## src/rtl/core/qfb_pkg.sv

```systemverilog
// Types, constants and helper functions shared by the query frame builder.
`default_nettype none

package qfb_pkg;

   localparam int unsigned IDX_W = 4;

   // Byte positions within a frame
   localparam logic [IDX_W-1:0] IDX_STX     = 4'd0;
   localparam logic [IDX_W-1:0] IDX_NODE    = 4'd1;
   localparam logic [IDX_W-1:0] IDX_TYPE_HI = 4'd2;
   localparam logic [IDX_W-1:0] IDX_TYPE_LO = 4'd3;
   localparam logic [IDX_W-1:0] IDX_TAG     = 4'd4;
   localparam logic [IDX_W-1:0] IDX_AXIS    = 4'd5;
   localparam logic [IDX_W-1:0] IDX_COUNT   = 4'd6;
   localparam logic [IDX_W-1:0] IDX_ENQ     = 4'd7;
   localparam logic [IDX_W-1:0] IDX_CRC_HI  = 4'd8;
   localparam logic [IDX_W-1:0] IDX_CRC_LO  = 4'd9;

   localparam logic [7:0]  BYTE_STX   = 8'h02;
   localparam logic [7:0]  BYTE_ENQ   = 8'h05;
   localparam logic [7:0]  ZERO_SUB   = 8'h78;
   localparam logic [7:0]  CHAR_ZERO  = 8'h30;
   localparam logic [7:0]  CHAR_A     = 8'h61;
   localparam logic [15:0] CRC_INIT   = 16'hFFFF;
   localparam logic [15:0] CRC_POLY   = 16'hA001;

   typedef struct packed {
      logic [3:0] node_id;
      logic [7:0] message_type;
      logic [3:0] tag_value;
      logic [3:0] first_axis;
      logic [3:0] axis_count;
   } req_payload_type;

   typedef struct packed {
      logic [7:0] frame_byte;
      logic       frame_last;
   } rsp_payload_type;

   function automatic logic [7:0] hex_char(input logic [3:0] nib);
      logic [7:0] wide;
      wide = {4'h0, nib};
      if (nib <= 4'd9) begin
         return CHAR_ZERO + wide;
      end
      return CHAR_A + (wide - 8'd10);
   endfunction

   // One byte of reflected CRC-16 (eight shift steps)
   function automatic logic [15:0] crc_byte(input logic [15:0] crc, input logic [7:0] data);
      logic [15:0] c;
      c = crc ^ {8'h00, data};
      for (int b = 0; b < 8; b++) begin
         if (c[0]) begin
            c = (c >> 1) ^ CRC_POLY;
         end else begin
            c = c >> 1;
         end
      end
      return c;
   endfunction

endpackage

`default_nettype wire

```

## src/rtl/core/qfb_byte_sel.sv

```systemverilog
// Selects the frame byte for a given position from the request fields and CRC.
`default_nettype none

module qfb_byte_sel (
   input  wire qfb_pkg::req_payload_type     fields,
   input  wire logic [qfb_pkg::IDX_W-1:0]    idx,
   input  wire logic [15:0]                  crc,
   output qfb_pkg::rsp_payload_type          word
);

   logic [7:0] crc_hi;
   logic [7:0] crc_lo;

   // a zero CRC byte goes out as 'x'
   assign crc_hi = (crc[15:8] == 8'h00) ? qfb_pkg::ZERO_SUB : crc[15:8];
   assign crc_lo = (crc[7:0] == 8'h00) ? qfb_pkg::ZERO_SUB : crc[7:0];

   always_comb begin
      word.frame_last = (idx == qfb_pkg::IDX_CRC_LO);
      case (idx)
         qfb_pkg::IDX_STX:     word.frame_byte = qfb_pkg::BYTE_STX;
         qfb_pkg::IDX_NODE:    word.frame_byte = qfb_pkg::hex_char(fields.node_id);
         qfb_pkg::IDX_TYPE_HI: word.frame_byte = qfb_pkg::hex_char(fields.message_type[7:4]);
         qfb_pkg::IDX_TYPE_LO: word.frame_byte = qfb_pkg::hex_char(fields.message_type[3:0]);
         qfb_pkg::IDX_TAG:     word.frame_byte = qfb_pkg::hex_char(fields.tag_value);
         qfb_pkg::IDX_AXIS:    word.frame_byte = qfb_pkg::hex_char(fields.first_axis);
         qfb_pkg::IDX_COUNT:   word.frame_byte = qfb_pkg::hex_char(fields.axis_count);
         qfb_pkg::IDX_ENQ:     word.frame_byte = qfb_pkg::BYTE_ENQ;
         qfb_pkg::IDX_CRC_HI:  word.frame_byte = crc_hi;
         qfb_pkg::IDX_CRC_LO:  word.frame_byte = crc_lo;
         default:              word.frame_byte = 8'h00;
      endcase
   end

endmodule

`default_nettype wire

```

## src/rtl/core/query_frame_builder_unit.sv

```systemverilog
// Query frame builder: one request in, ten-byte framed query with CRC out.
// A taken request is registered, then each byte is registered in rsp_payload.
// Throughput: one frame byte per cycle while rsp is not stalled; a new request
//   enters as the last byte loads; the CRC folds in bytes STX to ENQ as sent.
// Reset (synchronous, active high) clears the frame sequencer and the output valid.
`default_nettype none

module query_frame_builder_unit (
   input  wire logic                       clock,
   input  wire logic                       reset,
   input  wire logic                       req_valid,
   output logic                            req_stall,
   input  wire qfb_pkg::req_payload_type   req_payload,
   output logic                            rsp_valid,
   input  wire logic                       rsp_stall,
   output qfb_pkg::rsp_payload_type        rsp_payload
);

   logic                          busy_ff, busy_in;
   logic [qfb_pkg::IDX_W-1:0]     idx_ff, idx_in;
   logic [15:0]                   crc_ff, crc_in;
   qfb_pkg::req_payload_type      fields_ff, fields_in;
   logic                          rsp_valid_ff, rsp_valid_in;
   qfb_pkg::rsp_payload_type      rsp_payload_ff, rsp_payload_in;

   qfb_pkg::rsp_payload_type      cur_word;
   logic                          out_adv;
   logic                          load;
   logic                          finishing;
   logic                          req_take;

   qfb_byte_sel u_byte_sel (
      .fields (fields_ff),
      .idx    (idx_ff),
      .crc    (crc_ff),
      .word   (cur_word)
   );

   assign out_adv   = !rsp_valid_ff || !rsp_stall;
   assign load      = busy_ff && out_adv;
   assign finishing = load && (idx_ff == qfb_pkg::IDX_CRC_LO);
   // next request may enter while the last word of the current frame loads
   assign req_stall = busy_ff && !finishing;
   assign req_take  = req_valid && !req_stall;

   always_comb begin
      busy_in        = busy_ff;
      idx_in         = idx_ff;
      crc_in         = crc_ff;
      fields_in      = fields_ff;
      rsp_valid_in   = rsp_valid_ff;
      rsp_payload_in = rsp_payload_ff;

      if (out_adv) begin
         rsp_valid_in = 1'b0;
      end
      if (load) begin
         rsp_valid_in   = 1'b1;
         rsp_payload_in = cur_word;
         idx_in         = idx_ff + 4'd1;
         if (idx_ff <= qfb_pkg::IDX_ENQ) begin
            crc_in = qfb_pkg::crc_byte(crc_ff, cur_word.frame_byte);
         end
      end
      if (finishing) begin
         busy_in = 1'b0;
      end
      if (req_take) begin
         busy_in   = 1'b1;
         idx_in    = qfb_pkg::IDX_STX;
         crc_in    = qfb_pkg::CRC_INIT;
         fields_in = req_payload;
      end
   end

   always_ff @(posedge clock) begin
      if (reset) begin
         busy_ff      <= 1'b0;
         idx_ff       <= qfb_pkg::IDX_STX;
         rsp_valid_ff <= 1'b0;
      end else begin
         busy_ff      <= busy_in;
         idx_ff       <= idx_in;
         rsp_valid_ff <= rsp_valid_in;
      end
   end

   always_ff @(posedge clock) begin
      crc_ff         <= crc_in;
      fields_ff      <= fields_in;
      rsp_payload_ff <= rsp_payload_in;
   end

   assign rsp_valid   = rsp_valid_ff;
   assign rsp_payload = rsp_payload_ff;

endmodule

`default_nettype wire

```

## config.mk

```make
export PLATFORM = sky130hd
export DESIGN_NAME = query_frame_builder_unit
export DESIGN_NICKNAME = d
export VERILOG_FILES = /design/src/rtl/core/qfb_pkg.sv /design/src/rtl/core/qfb_byte_sel.sv /design/src/rtl/core/query_frame_builder_unit.sv
export SDC_FILE = /design/constraint.sdc
export NUM_CORES = 1
export LEC_CHECK = 0
export BUFFER_PORTS_ARGS = -buffer_cell sky130_fd_sc_hd__buf_2
export CORE_UTILIZATION = 40
export DETAILED_ROUTE_END_ITERATION = 7
export RECOVER_POWER = 25
export REMOVE_ABC_BUFFERS = 1
export SLEW_MARGIN = 15
export SYNTH_ARGS = -nofsm -noshare
export SYNTH_HDL_FRONTEND = slang
export SYNTH_SLANG_ARGS = --single-unit
export TNS_END_PERCENT = 10
```

## constraint.sdc

```tcl
create_clock -name clock -period 4.9 [get_ports clock]
set_input_delay 0.98 -clock clock [delete_from_list [all_inputs] [get_ports clock]]
set_output_delay 0.98 -clock clock [all_outputs]
set_load 0.02 [all_outputs]
```

# After elaboration in Yosys (flattened, before gate mapping)
# Cells that the tools add are included.
[totals]
register_bits = 55
input_bits = 28
wordCells = 124
[classes]
n_addsub = 19
order_cmp = 7
eq_ne = 9
mux = 53
bitwise_logic = 9
reduce_logical = 16
[ops]
columns = ["operator", "n"]
rows = [
  ["2-to-1 mux 16 bit", 22],
  ["2-to-1 mux 8 bit", 14],
  ["case mux 8 bit (10 select lines)", 1],
  ["adder 7 x 8 -> 8 bit, first input constant", 6],
  ["adder 6 x 4 -> 7 bit, first input constant", 6],
  ["subtractor 4 x 4 -> 5 bit, second input constant", 6],
  ["<= comparator 4 bit, second input constant", 6],
  ["inverter 2 -> 3 bit", 8],
  ["equality test 4 x 3 -> 1 bit, second input constant", 4],
  ["logical NOT 8 bit", 2],
  ["2-to-1 mux 1 bit", 16],
  ["XOR 16 x 8 -> 16 bit", 1],
  ["equality test 4 x 2 -> 1 bit, second input constant", 2],
  ["equality test 4 bit, second input constant", 2],
  ["adder 4 x 1 -> 4 bit, second input constant", 1],
  ["equality test 4 x 1 -> 1 bit, second input constant", 1],
  ["<= comparator 4 x 3 -> 1 bit, second input constant", 1],
  ["logical AND 1 bit", 4],
  ["logical NOT 1 bit", 4],
  ["logical NOT 4 bit", 1],
  ["nonzero test 2 bit", 2],
  ["AND reduction 2 bit", 1],
  ["OR reduction 2 bit", 1],
  ["logical OR 1 bit", 1],
]

# Logic depth before layout (Yosys ltp)
# Gate-level depths: netlist (run 1).
[logic_depth]
ltp_word = 36
mapped_depth = 13
mapped_depth_nobuf = 12

# Hierarchy
# A second synthesis (run 1) with hierarchy kept.
[hier_totals]
cells_unflattened = 394
hier_area_um2 = 3778.6
[by_module_without_submodules]
columns = ["mod", "instances", "cells_per_inst", "area_each_um2", "seq_area_each_um2"]
rows = [
  ["query_frame_builder_unit", 1, 159, 2160.8, 1431.4],
  ["qfb_byte_sel", 1, 235, 1617.8, 0.0],
]

# Worst setup path before layout (run 1)
# Ideal clock, no wire load.
[synth_path]
path_kind = "input -> register"
startpoint = "input rsp_stall"
endpoint = "register crc_ff[0]"
setup_time_ps = 124
arrival_time_ps = 2913
setup_slack_ps = 1864
stages = 5
path_buffers = 0
cell_sequence = "nand2_1 > a21boi_0 > nand2b_1 > clkinv_1 > or2_1"
[synth_between]
elab_chain_len = 8
word_cells_on_any_way = 9
classes_between = "reduce/logical (9)"
[synth_rtl]
columns = ["element", "line_no", "source"]
rows = [
  ["start, declared", "query_frame_builder_unit.sv:15", "input wire logic rsp_stall,"],
  ["logical NOT 1 bit", "query_frame_builder_unit.sv:39", "assign out_adv = !rsp_valid_ff || !rsp_stall;"],
  ["logical OR 1 bit", "query_frame_builder_unit.sv:39", ""],
  ["logical AND 1 bit", "query_frame_builder_unit.sv:40", "assign load = busy_ff && out_adv;"],
  ["logical AND 1 bit", "query_frame_builder_unit.sv:41", "assign finishing = load && (idx_ff == qfb_pkg::IDX_CRC_LO);"],
  ["logical NOT 1 bit", "query_frame_builder_unit.sv:43", "assign req_stall = busy_ff && !finishing;"],
  ["logical AND 1 bit", "query_frame_builder_unit.sv:43", ""],
  ["net req_stall", "query_frame_builder_unit.sv:12", "output logic req_stall,"],
  ["logical NOT 1 bit", "query_frame_builder_unit.sv:44", "assign req_take = req_valid && !req_stall;"],
  ["logical AND 1 bit", "query_frame_builder_unit.sv:44", ""],
  ["end signal, assigned", "query_frame_builder_unit.sv:89", "crc_ff <= crc_in;"],
  ["end, declared", "query_frame_builder_unit.sv:21", "logic [15:0] crc_ff, crc_in;"],
]
# The timed path passes the listed nets, and every way through them passes these cells.
# A chain may end at the register's enable or synchronous reset.

# Worst setup path after layout (run 1)
[layout_path]
startpoint = "register fields_ff[5] (netlist name)"
endpoint = "register crc_ff[0]"
[layout_between]
elab_chain_len = 29
word_cells_on_any_way = 39
classes_between = "add/sub (3); order compare (1); mux (27); bitwise (8)"
[layout_rtl]
columns = ["element", "line_no", "source"]
rows = [
  ["start, declared", "query_frame_builder_unit.sv:22", "qfb_pkg::req_payload_type fields_ff, fields_in;"],
  ["start signal, assigned", "query_frame_builder_unit.sv:90", "fields_ff <= fields_in;"],
  ["branches (longest 3 deep; another with adder 7 x 8 -> 8 bit)", "n/a", ""],
  ["2-to-1 mux 8 bit (*)", "qfb_pkg.sv:47", "return CHAR_A + (wide - 8'd10);"],
  ["case mux 8 bit (10 select lines) (*)", "qfb_byte_sel.sv:20", "case (idx)"],
  ["XOR 16 x 8 -> 16 bit (*)", "qfb_pkg.sv:53", "c = crc ^ {8'h00, data};"],
  ["2-to-1 mux 16 bit (*)", "qfb_pkg.sv:55", "if (c[0]) begin"],
  ["2-to-1 mux 16 bit (*)", "query_frame_builder_unit.sv:61", "if (idx_ff <= qfb_pkg::IDX_ENQ) begin"],
  ["2-to-1 mux 16 bit (*)", "query_frame_builder_unit.sv:57", "if (load) begin"],
  ["2-to-1 mux 16 bit (*)", "qfb_pkg.sv:55", ""],
  ["(+11 left out)", "n/a", ""],
  ["2-to-1 mux 16 bit (*)", "qfb_pkg.sv:55", ""],
  ["2-to-1 mux 16 bit (*)", "query_frame_builder_unit.sv:61", ""],
  ["2-to-1 mux 16 bit (*)", "query_frame_builder_unit.sv:57", ""],
  ["inverter 2 -> 3 bit (no source line) or 2-to-1 mux 16 bit (tied branches)", "n/a", ""],
  ["2-to-1 mux 16 bit (*)", "qfb_pkg.sv:55", ""],
  ["2-to-1 mux 16 bit (*)", "query_frame_builder_unit.sv:61", ""],
  ["2-to-1 mux 16 bit (*)", "query_frame_builder_unit.sv:57", ""],
  ["2-to-1 mux 16 bit (*)", "qfb_pkg.sv:55", ""],
]
# Mark *: on every way between the ends. The select of a mux whose other input is x is not followed.

==> metrics, run 1 <==
status=completed; Initial Util=42.2%; Distinct cells, synth=70; CP Data Required Time=5110 ps; Sink Count=55; aggregate routed wire length=8.99 mm; Area Overhead vs Synth=10.2%; leak pwr=1.76 nW; worst skew pair latency=310 ps; die area=0.00978 sq mm; Clock Skew=8.91 ps; CTS Buffer Depth=2; Register Area=0.00143 sq mm; Yosys warning total=0; TritonRoute pass-1 iters=4; fmax=280 MHz; Mean Syn Cell Area=9.55 sq um; startpoint types=flop; hold_ws=526 ps; area share of and/or/nand/nor cells after synthesis=18.9%; setup TNS=0 ps; R2R Setup Slk=1320 ps; dpl hpwl=6.90 mm; residual DRC count=0; root buf cell=clkbuf_8; largest family of logic cells by synthesized area=simple AND/OR/NAND/NOR gates; htree depth=2; vias in the first global route=2,886; post-synthesis register bit count=55; Iteration-0 DRC Markers=226; final net count=486; Synth Cell Area=0.00375 sq mm; initial antenna violation count=0; worst setup margin=1320 ps; hold_buf cts=0; post-DR wirelength/cell=16.7 microns; ys flop type=edfxtp_1; num rows=34; Worst Tran Pin Value=716 ps; overall global routing resource usage=19.0%; Slew Viols, Final=0; Filler cells=852; Worst Hold Class=flop to flop; Detail Route Antenna Nets=0; max-cap violations=0; number of buffers created by CTS=5; multiplexer share of the synthesized area=1.43%; post-placement cell count=531; global-route wire length before repair=14.6 mm; min Tclk post-route=3580 ps; die span in x=98.9 microns; post-synthesis sequential area ratio=38.1%; Setup crit end kind=flop; Post-synth EDFFs=33; Peak VDD IR=110 uV; global route overflow=0; fraction of registers with async set/reset=0%; RSZ-0062 raised after global routing=no; post-synthesis adder-cell area fraction=9.33%; Core ar.=0.00889 sq mm; largest net degree at the start of global routing=24; Tcrit/Tclk final=73.0%; CTS tree=built; Port Buffers=38; Die Ht=98.9 microns; Placement Setup Slack=1350 ps; Total Power=1.25 mW; Compound-Gate Fraction of Synth Area=18.1%; vias per std cell=5.65; final hold vios=0; final non-filler cell total=539; antenna diode count=0; Setup CP Type=flop to flop; relative slew slack=52.1%; Post-CTS Setup Inserts=0; CP arrival=3780 ps; pwr/cell area=302 mW/mm^2; fraction of layout cells with a size suffix above 1=14.4%; via count=3,043; crit path max fanout=6; Resized cells post-CTS=0; endpoints failing setup=0; combined area of the multi-input logic cells=0.00216 sq mm; post-synthesis xor/xnor area fraction=9.70%; IO Count=39; Gate Count Post-Synth=393; gpl congestion=0.847; Worst-path clk slew=110 ps
## synth_stat cells (2+ instances only)
cell type | n | area share [%]
nor4_1 | 3 | 0.50
o21ai_1 | 2 | 0.27
edfxtp_1 | 33 | 26
o22ai_1 | 5 | 0.83
nand2_1 | 45 | 4.5
o211ai_1 | 6 | 1.2
a21o_1 | 8 | 1.6
or3_1 | 3 | 0.50
o21ai_0 | 15 | 2.0
nand3_1 | 18 | 2.4
xor2_1 | 12 | 2.8
dfxtp_1 | 22 | 12
a41oi_1 | 5 | 1.2
nor2_1 | 22 | 2.2
o2111ai_1 | 4 | 0.93
xnor3_1 | 3 | 1.8
a31oi_1 | 2 | 0.33
nor3_1 | 6 | 0.80
a21boi_0 | 2 | 0.40
a21oi_1 | 20 | 2.7
a221oi_1 | 2 | 0.47
ha_1 | 28 | 9.3
buf_6 | 2 | 0.60
nand2b_1 | 3 | 0.50
and2_1 | 5 | 0.83
o21bai_1 | 6 | 1.2
and3_1 | 4 | 0.67
clkbuf_1 | 5 | 0.50
a32o_1 | 2 | 0.53
a2111oi_0 | 2 | 0.47
nand4_1 | 4 | 0.67
o221ai_1 | 2 | 0.47
mux2i_1 | 2 | 0.53
nor2b_1 | 4 | 0.67
mux2_2 | 3 | 0.90
xnor2_1 | 16 | 3.7
inv_1 | 29 | 2.9
buf_2 | 2 | 0.27
nand3b_1 | 5 | 1.0
## final timing paths
kind	startpoint	to	depth (start not counted)
setup / recovery	fields_ff[5]	crc_ff[0]	12
hold / removal	rsp_valid	rsp_valid	2
setup reg to reg	fields_ff[5]	crc_ff[0]	12
hold reg to reg	rsp_valid	rsp_valid	2
## cell families (layout without fill, tap and decap cells)
logic type | Yosys count | after routing
buf+inv | 39 | 77
compound gates | 97 | 97
simple gates | 136 | 136
flops | 55 | 55
fa+ha+maj | 28 | 28
xor+xnor | 33 | 33
mux | 5 | 5
## cell usage in the layout, fill, tap and decap left out, types with 3 or more instances in the layout
cell       instances
nand3b_1           5
xor2_1            12
dfxtp_1           22
a21o_1             8
edfxtp_1          33
nor4_1             3
o21ai_0           15
nand4_1            4
xnor3_1            3
a21oi_1           20
nand2_1           45
clkbuf_8           5
a41oi_1            5
nand3_1           18
mux2_2             3
nor3_1             6
ha_1              28
nand2b_1           3
nor2_1            22
o2111ai_1          4
and3_1             4
and2_1             5
o21bai_1           6
o211ai_1           6
nor2b_1            4
inv_1             29
buf_2             38
o22ai_1            5
or3_1              3
xnor2_1           16
## area by class of cell
type / count / share of cell area, %
well taps: 108 / 3.27
multi-input cells: 299 / 52.2
clock buffers: 8 / 2.48
inverters: 30 / 2.72
repair buffers: 39 / 4.78
flip-flops and latches: 55 / 34.6
## critical path, cell delays in order, from the launching register on
cell and delay (ps):
edfxtp_1 390, inv_1 110, ha_1 240, o21bai_1 400
a41oi_1 220, a221oi_1 450, a31oi_1 140, a41oi_1 310
xnor3_1 350, xor3_1 380, xnor3_1 200, a21oi_1 60
or2_1 220
## metrics by stage
stage / util [%] / instance area (sq um)
floorplan: - / 3700
global placement: 45.4 / 4040
detailed placement: 45.4 / 4040
CTS: 46.5 / 4140
global route: 46.5 / 4140
finish: 46.5 / 4140
## sequential cells by signal (all words and copies together) (netlist names)
name	flops
busy_ff	1
crc_ff	16
fields_ff	24
rsp_payload	9
idx_ff	4
rsp_valid	1
## metal layers
layer	share of wire [%]	up-vias	track usage, %
li1	-	1512	-
met1	48	1444	25.9
met2	46	79	31.3
met3	4.7	8	3.26
met4	1.2	0	4.82
met5	0	-	0
## power by group
group | internal (mW) | leakage (nW) | switching, mW
logic | 0.181 | 1.20 | 0.179
registers | 0.542 | 0.498 | 0.0556
clock network | 0.135 | 0.0536 | 0.157
total | 0.858 | 1.76 | 0.391
(Power assumes the default switching activity.)
==> inputs of run 2 (changes only) <==
==> constraint.sdc (replaced) <==
create_clock -name clock -period 3.3 [get_ports clock]
set_input_delay 0.66 -clock clock [delete_from_list [all_inputs] [get_ports clock]]
set_output_delay 0.66 -clock clock [all_outputs]
set_load 0.02 [all_outputs]
==> metrics, run 2 (synthesis results as in run 1) <==
Core ar.=0.00889 sq mm; R2R cell count=12; Peak VDD IR=209 uV; R2R Setup Slk=130 ps; M1 WL=4.69 mm; worst hold path cell count=1; gpl congestion=0.949; Worst Tran Pin Value=702 ps; Setup CP Type=flop to flop; post-DR wirelength/cell=16.1 microns; global route overflow=0; initial antenna violation count=0; commonest cells after routing, fill and taps aside=buf_4, nand2_1, buf_2; TritonRoute pass-1 iters=4; Iteration-0 DRC Markers=191; hold_buf cts=0; antenna diode count=0; min Tclk post-route=3170 ps; hold_ws=500 ps; die span in x=98.9 microns; fraction of layout cells with a size suffix above 1=32.9%; IO Count=39; root buf cell=clkbuf_8; vias per std cell=5.55; htree depth=2; crit path max fanout=3; max-cap violations=0; CTS Buffer Depth=2; final net count=545; aggregate routed wire length=9.62 mm; routed wl met3=433 microns; Slew Viols, Final=0; leak pwr=2.07 nW; Initial Util=42.2%; Detail Route Antenna Nets=0; Clock Skew=8.48 ps; Tcrit/Tclk final=96.1%; worst skew pair latency=320 ps; status=completed; Worst Hold Class=primary input to flop; Filler cells=821; global-route wire length before repair=15.3 mm; final hold vios=0; utilization after layout=53.8%; fmax=315 MHz; DP Area=0.00437 sq mm; CP Data Required Time=3500 ps; Port Buffers=38; Met2 Wirelength=4.34 mm; vias in the first global route=3,083; num rows=34; startpoint types=flop; residual DRC count=0; Setup crit end kind=flop; via count=3,317; dpl hpwl=7.41 mm; worst setup margin=129 ps; pwr/cell area=416 mW/mm^2; die area=0.00978 sq mm; setup TNS=0 ps; overall global routing resource usage=19.8%; largest reg by FF count=fields_ff; design area=0.00478 sq mm; Worst-path clk slew=110 ps; most common cell after layout, fill and taps aside=buf_4; CTS tree=built; CP arrival=3370 ps; Area Overhead vs Synth=27.4%; endpoints failing setup=0; number of buffers created by CTS=5; largest net degree at the start of global routing=24; Sink Count=55; max layer used=met4; Die Ht=98.9 microns; max reg flops=24; Placement Setup Slack=-42.7 ps; relative slew slack=53.1%
run 2: cell types whose count changed in the layout (fill, tap and decap cells not counted), moves of 6 or more:
cell	before	now
buf_4	1	60
ha_1	28	21
ha_2	0	6
inv_1	29	23
inv_2	0	6
run 2: routing by layer:
layer  GRT usage (%)  up-vias
met5               0        -
met4            5.63        0
met3            3.26       13
met2            31.5       94
met1            27.8     1584
li1                -     1626
run 2: worst paths after layout:
kind | start | to
worst max register to register | fields_ff[12] | crc_ff[15]
worst min register to register | busy_ff | rsp_valid
worst max-delay path | fields_ff[12] | crc_ff[15]
worst min-delay path | req_payload[5] | fields_ff[5]
run 2: area by class of cell:
type	count	area, sq um	share of cell area, %
well taps	108	135	2.83
inverters	30	113	2.36
flip-flops and latches	55	1430	30.0
repair buffers	98	641	13.4
multi-input cells	299	2370	49.5
clock inverters	3	22.5	0.471
clock buffers	5	68.8	1.44
run 2: critical path, cell delays in order (launching register included):
cell	delay, ps
edfxtp_1	420
inv_1	90
ha_1	230
o21bai_2	180
nand4_1	160
a221oi_2	400
a31oi_1	160
a41oi_2	240
xnor3_1	380
buf_4	160
xnor3_1	380
xor2_1	160
o21ai_1	70
run 2: power breakdown:
group          total (mW)  leakage (nW)  internal, mW  switching (mW)
Sequential          0.887         0.498         0.804          0.0827
Combinational       0.696          1.52         0.378           0.318
Clock               0.407        0.0489         0.155           0.252
run 2: timing repair:
action,CTS,global route
setup endpoints to repair,3,3
buffers inserted,1,14
pin swaps,1,14
gates resized for setup,5,45
run 2: through the flow:
| step | std cells | power [mW] |
|---|---|---|
| final | 598 | 1.99 |
| after global routing | 598 | 2.09 |
| after CTS | 584 | 1.93 |
| after detailed placement | 575 | 1.52 |
| after global placement | 575 | 1.50 |
| after floorplan | 384 | 1.31 |
==> inputs of run 3 (changes only) <==
--- a/config.mk
+++ b/config.mk
@@ -8,6 +8,8 @@
 export BUFFER_PORTS_ARGS = -buffer_cell sky130_fd_sc_hd__buf_2
 export CORE_UTILIZATION = 40
 export DETAILED_ROUTE_END_ITERATION = 7
+export GPL_TIMING_DRIVEN = 0
+export MAX_ROUTING_LAYER = met4
 export RECOVER_POWER = 25
 export REMOVE_ABC_BUFFERS = 1
 export SLEW_MARGIN = 15
==> metrics, run 3 (synthesis results as in run 1) <==
status=completed; Clock Skew=3.98 ps; worst setup margin=82.7 ps; num rows=34; initial antenna violation count=0; design area=0.00448 sq mm; TritonRoute pass-1 iters=6; root buf cell=clkbuf_8; post-placement cell count=530; CP arrival=3390 ps; DP Area=0.00403 sq mm; setup TNS=0 ps; die span in x=98.9 microns; residual DRC count=0; via count=3,113; Iteration-0 DRC Markers=168; Initial Util=42.2%; max-cap violations=0; global-route wire length before repair=13.8 mm; Peak VDD IR=171 uV; vias per std cell=5.61; vias in the first global route=2,842; Placement Setup Slack=-524 ps; worst skew pair latency=310 ps; Die Ht=98.9 microns; P_sw=0.598 mW; final hold vios=0; Worst Tran Pin Value=742 ps; IO Count=39; number of buffers created by CTS=5; CTS Buffer Depth=2; CTS tree=built; aggregate routed wire length=8.79 mm; htree depth=2; Sw Ratio=30.6%; utilization after layout=50.4%; Filler cells=833; Core ar.=0.00889 sq mm; largest reg by FF count=fields_ff; Port Buffers=38; antenna diode count=0; Tcrit/Tclk final=97.5%; overall global routing resource usage=18.4%; startpoint types=flop; Worst Hold Class=primary input to flop; die area=0.00978 sq mm; Flop pwr share=45.6%; crit path max fanout=4; dpl hpwl=6.43 mm; gpl congestion=0.846; fraction of layout cells with a size suffix above 1=25.1%; fmax=311 MHz; final non-filler cell total=555; endpoints failing setup=0; Comb power frac=30.4%; most common cell after layout, fill and taps aside=nand2_1; global route overflow=0; CP Data Required Time=3480 ps; Detail Route Antenna Nets=0; relative slew slack=50.4%; clock network fraction of total power=23.9%; Area Overhead vs Synth=19.5%; post-DR wirelength/cell=15.8 microns; Setup CP Type=flop to flop; max reg flops=24; min Tclk post-route=3220 ps; largest net degree at the start of global routing=32; final net count=502; leak pwr=1.89 nW; Slew Viols, Final=0; Worst-path clk slew=100 ps; Sink Count=55; commonest cells after routing, fill and taps aside=nand2_1, buf_2, edfxtp_1; RSZ-0062 raised after global routing=yes; Cell Int Power=1.36 mW; Setup crit end kind=flop; pwr/cell area=436 mW/mm^2
-- run 3: cell types whose count changed in the layout (fill, tap and decap cells not counted), sizes merged --
cell / before / now
clkinv: 2 / 0
buf: 98 / 55
clkbuf: 5 / 8
inv: 31 / 30
-- run 3: final timing paths --
| path | from | depth (start not counted) | slack [ps] | end |
|---|---|---|---|---|
| worst max-delay path | fields_ff[22] | 12 | 80 | crc_ff[14] |
| worst min-delay path | req_payload[21] | 1 | 520 | fields_ff[21] |
| worst max register to register | fields_ff[22] | 12 | 80 | crc_ff[14] |
| worst min register to register | busy_ff | 2 | 530 | rsp_valid |
-- run 3: area by class of cell --
type                    instances  area, sq um  share of cell area (%)
clock buffers                   8          123                    2.73
flip-flops and latches         55         1440                    32.0
multi-input cells             299         2360                    52.6
well taps                     108          135                    3.01
inverters                      30          115                    2.57
repair buffers                 55          318                    7.09
-- run 3: metal layers --
metal	vias to the layer above	GRT usage, %	routed length, microns
met2	81	29.2	4030
met1	1487	24.8	4360
met4	0	4.48	79
met3	7	2.84	327
met5	-	-	0
li1	1538	-	-
-- run 3: worst max-delay path, stage by stage, from the launching register on --
cell      delay (ps)
edfxtp_1         430
inv_1            130
ha_1             220
and3_1           180
o21ai_0          100
a32o_1           290
or3_4            410
o31ai_1          260
o31a_2           260
xor2_4           200
xnor3_1          380
xnor2_1          150
o21ai_0           80
-- run 3: power by group through the flow --
| stage | sequential, mW | clock, mW | combinational [mW] |
|---|---|---|---|
| final | 0.892 | 0.468 | 0.596 |
| after global routing | 0.903 | 0.500 | 0.655 |
| after CTS | 0.889 | 0.483 | 0.564 |
| after detailed placement | 0.902 | 0 | 0.526 |
| after global placement | 0.901 | 0 | 0.518 |
| after floorplan | 0.885 | 0 | 0.422 |
-- run 3: what timing repair did --
action | in CTS | in global routing
pin swaps | 4 | 5
buffers inserted | 4 | 13
gates resized for setup | 21 | 26
hold buffers | 0 | 0
cloned | 0 | 0
endpoints found under the setup margin | 31 | 31
-- run 3: stage by stage --
step	hold WS [ps]	power, mW
after floorplan	458	1.31
after global placement	490	1.42
after detailed placement	501	1.43
after CTS	507	1.94
after global routing	501	2.06
final	516	1.96
